<file path="config.mk">
export PLATFORM = sky130hd
export DESIGN_NAME = hvdc_ram
export DESIGN_NICKNAME = d
export VERILOG_FILES = /design/src/design/hvdc_ram.sv
export SDC_FILE = /design/constraint.sdc
export NUM_CORES = 1
export LEC_CHECK = 0
export CORE_MARGIN = 2
export CORE_UTILIZATION = 50
export CTS_BUF_LIST = sky130_fd_sc_hd__clkbuf_16
export CTS_CLUSTER_DIAMETER = 150
export DETAILED_ROUTE_END_ITERATION = 7
export DONT_BUFFER_PORTS = 1
export GPL_TIMING_DRIVEN = 0
export PLACE_DENSITY_LB_ADDON = 0.25
export SLEW_MARGIN = 10
export SYNTH_ARGS = -nofsm -noshare
export SYNTH_HDL_FRONTEND = slang
export SYNTH_SLANG_ARGS = --single-unit
</file>
<file path="constraint.sdc">
create_clock -name clock -period 4.2 [get_ports clock]
set_clock_uncertainty 0.1 [all_clocks]
set_input_delay 0.42 -clock clock [delete_from_list [all_inputs] [get_ports clock]]
set_output_delay 0.42 -clock clock [all_outputs]
set_load 0.05 [all_outputs]
</file>
<file path="src/design/hvdc_ram.sv">
// Generic single-write, single-read RAM with registered read data.
module hvdc_ram #(
   parameter int WIDTH = 8,
   parameter int DEPTH = 16,
   localparam int AW = (DEPTH > 1) ? $clog2(DEPTH) : 1
) (
   input  logic             clock,
   input  logic             wr_en,
   input  logic [AW-1:0]    wr_addr,
   input  logic [WIDTH-1:0] wr_data,
   input  logic             rd_en,
   input  logic [AW-1:0]    rd_addr,
   output logic [WIDTH-1:0] rd_data
);

   logic [WIDTH-1:0] mem_ff [DEPTH];
   logic [WIDTH-1:0] rd_data_ff;

   always_ff @(posedge clock) begin
      if (wr_en) begin
         mem_ff[wr_addr] <= wr_data;
      end
      if (rd_en) begin
         rd_data_ff <= mem_ff[rd_addr];
      end
   end

   assign rd_data = rd_data_ff;

endmodule

</file>
==> metrics <==
DR vias=~2300; Ys Warns=0; crit path time final=roughly 1.7 ns; Routed WL=between 9 and 10 mm; total core area=10200 um2; top cell type's share of synthesized area=78.1%; crit path kind=in -> reg; syn_area_per_cell=22.8 um2; Hold Slack=between 0.02 and 0.03 ns; worst-path fanout max=10; gpl congestion=0.729; Detailed Routing Iterations Pass 1=6; period utilisation layout=39.6%; CP dominant cell by count=buf_6; simple-gate area share of the yosys netlist=3.14%; pwr/cell area=around 520 nW/um2; worst path arrival time=1.71 ns; max-slew violations=0; status=complete, no violations; GRT overflow=0; area leader, netlist=edfxtp_1; xor and xnor area share after synthesis=0%; proportion of synthesized area in mux cells=14.8%; post-synthesis cell type count=18; CP max stage delay=0.60 ns; Hold Vio Cnt, Final=0; area growth from synthesis to layout=17.0%; worst path cell trace=buf_6 > buf_6 > mux4_1 > a22oi_1 > nand2_1; share of cells above drive strength 1=between 20% and 30%; Tightest Pin Transition=0.825 ns; leading cell type in the layout, fill and taps excluded=edfxtp_1; global-route wire length before repair=14.8 mm; worst hold path depth=0; unrepaired setup endpoints after global routing=false; max cap viols=0; Worst Path Required=between 4 and 5 ns; largest net degree at the start of global routing=17; initial antenna violation count=0; register area share after synthesis=between 70 and 80%; worst skew pair latency=0.41 ns; Tot GR Track Use=19.5%; Fillers=721; setup slack, reg-to-reg=2.54 ns; hpwl dp=5.92 mm; clock sinks=136; syn nets=248; largest cells by area after synthesis=edfxtp_1 78%, mux4_2 7.8%, mux4_1 7.0%; I/O pin cnt=27; CTS tree=built; commonest non-fill, non-tap cells in the layout=136 x edfxtp_1, 18 x mux4_2, 17 x clkbuf_16; leakage=roughly 2 nW; Slew HR=approximately 45%; Mapped Cells=~230; Worst Hold Class=in -> reg; drt initial violations=237; Initial Util=51.1%; Min-Delay Startpoint=rd_en; ant diodes=0; pre-CTS WS=about 1.7 ns; R2R depth=3; CP endpoint kind=register; maximum clock insertion buffer count=2; Post-CTS Setup Repair Bufs=0; number of global-route vias before repair=2420; slowest CP cell=mux4_1; H-tree levels=4; crit start category=input port; r2r startpoint=mem_ff[3][5]; die width=roughly 110 um; adder-cell share of the synthesized area=0%; Port Buffers=0; Die ar.=11300 um2; Hold EP=rd_data[5]; post-route ant nets=0; Post-route DRC=0; Row Count=37; die height=between 100 and 150 um; Vias/cell=5.77; total clock buffers created by CTS=17; Clock transition at path regs=0.05 ns; largest family of logic cells by synthesized area=multiplexers; Synth Area in Compound Gates=2.30%; Yosys reg bits=136; CTS Root Buffer Type=clkbuf_16; synthesized area=roughly 5200 um2; Final WS setup=between 2 and 3 ns; r2r endpoint=rd_data[5]; maximum vdd drop=about 270 uV; final setup fails=0; WL/cell=between 20 and 25 um; setup TNS=0 ns; NumNets Final=about 280; Max Clock Freq=601 MHz
[synthesized netlist by cell type (all sizes together)]
library cell and instances:
edfxtp 136, mux4 32, a22oi 16, nor2 13
nand2 9, buf 7, nor3 4, clkdlybuf4s25 3
nand2b 2, nand3b 2, and2 1, and2b 1
nand3 1, nor2b 1, or3b 1
[kinds of logic after synthesis]
| logic type | after synthesis |
|---|---|
| DFF | 136 |
| and+or+nand+nor | 35 |
| AOI/OAI and AO/OA | 16 |
| muxes | 32 |
| buffers and inverters | 10 |
[where the power goes]
| part | switching, W | total [W] | internal [W] |
|---|---|---|---|
| combinational | 0.0000758 | 0.000132 | 0.0000563 |
| clock | 0.000510 | 0.00148 | 0.000972 |
| sequential | 0.0000305 | 0.00156 | 0.00153 |
| total | 0.000616 | 0.00318 | 0.00256 |
[per-stage QoR]
stage | util, % | cell area [um2] | total power [W] | cells
floorplan | - | 5230 | 0.00166 | 229
global placement | 52.8 | 5400 | 0.00169 | 365
detailed placement | 52.8 | 5400 | 0.00169 | 365
CTS | 59.6 | 6100 | 0.00319 | 407
global route | 59.8 | 6120 | 0.00327 | 407
finish | 59.8 | 6120 | 0.00318 | 407
[flip-flops by register name, indices dropped and copies added (netlist names)]
register / cells
mem_ff: 128
rd_data: 8
[what timing repair did]
action	CTS	global route
hold buffers	11	0
endpoints found under the setup margin	0	0
resized for setup	0	0
endpoints found under the hold margin	121	0
[worst max-delay path: cells and delay by family]
kind                   cells  cell delay (ns)
buffers and inverters      2             0.28
AND/OR/NAND/NOR            1             0.12
multiplexers               1             0.60
AO/OA/AOI/OAI              1             0.27
[worst max-delay path by stage]
stage,start,to,slack (ns),cells after the start
2_1_floorplan,wr_addr[2],mem_ff[0][0],2.19,2
3_3_place_gp,wr_addr[2],mem_ff[0][4],1.74,2
3_5_place_dp,wr_addr[2],mem_ff[0][2],1.73,2
4_1_cts,wr_addr[2],mem_ff[0][2],2.16,2
5_1_grt,wr_addr[2],mem_ff[3][3],2.47,2
6_report,rd_addr[0],rd_data[5],2.54,5
[per-layer routing]
metal	GRT usage (%)	up-vias	share of wire, %
met1	27.4	1202	45
met2	29.0	95	48
met5	0	-	0
li1	-	1041	-
met4	7.89	0	1.4
met3	5.82	10	5.2
[final cells by class]
| cell class | instances | area (um2) | share of cell area, % |
|---|---|---|---|
| Sequential cell | 136 | 4080 | 66.7 |
| Multi-Input combinational cell | 83 | 1080 | 17.6 |
| Clock buffer | 17 | 425 | 6.95 |
| Tap cell | 136 | 170 | 2.78 |
| Clock inverter | 14 | 165 | 2.70 |
| Timing Repair Buffer | 11 | 110 | 1.80 |
| Buffer | 10 | 86.3 | 1.41 |
(Power assumes the default switching activity.)
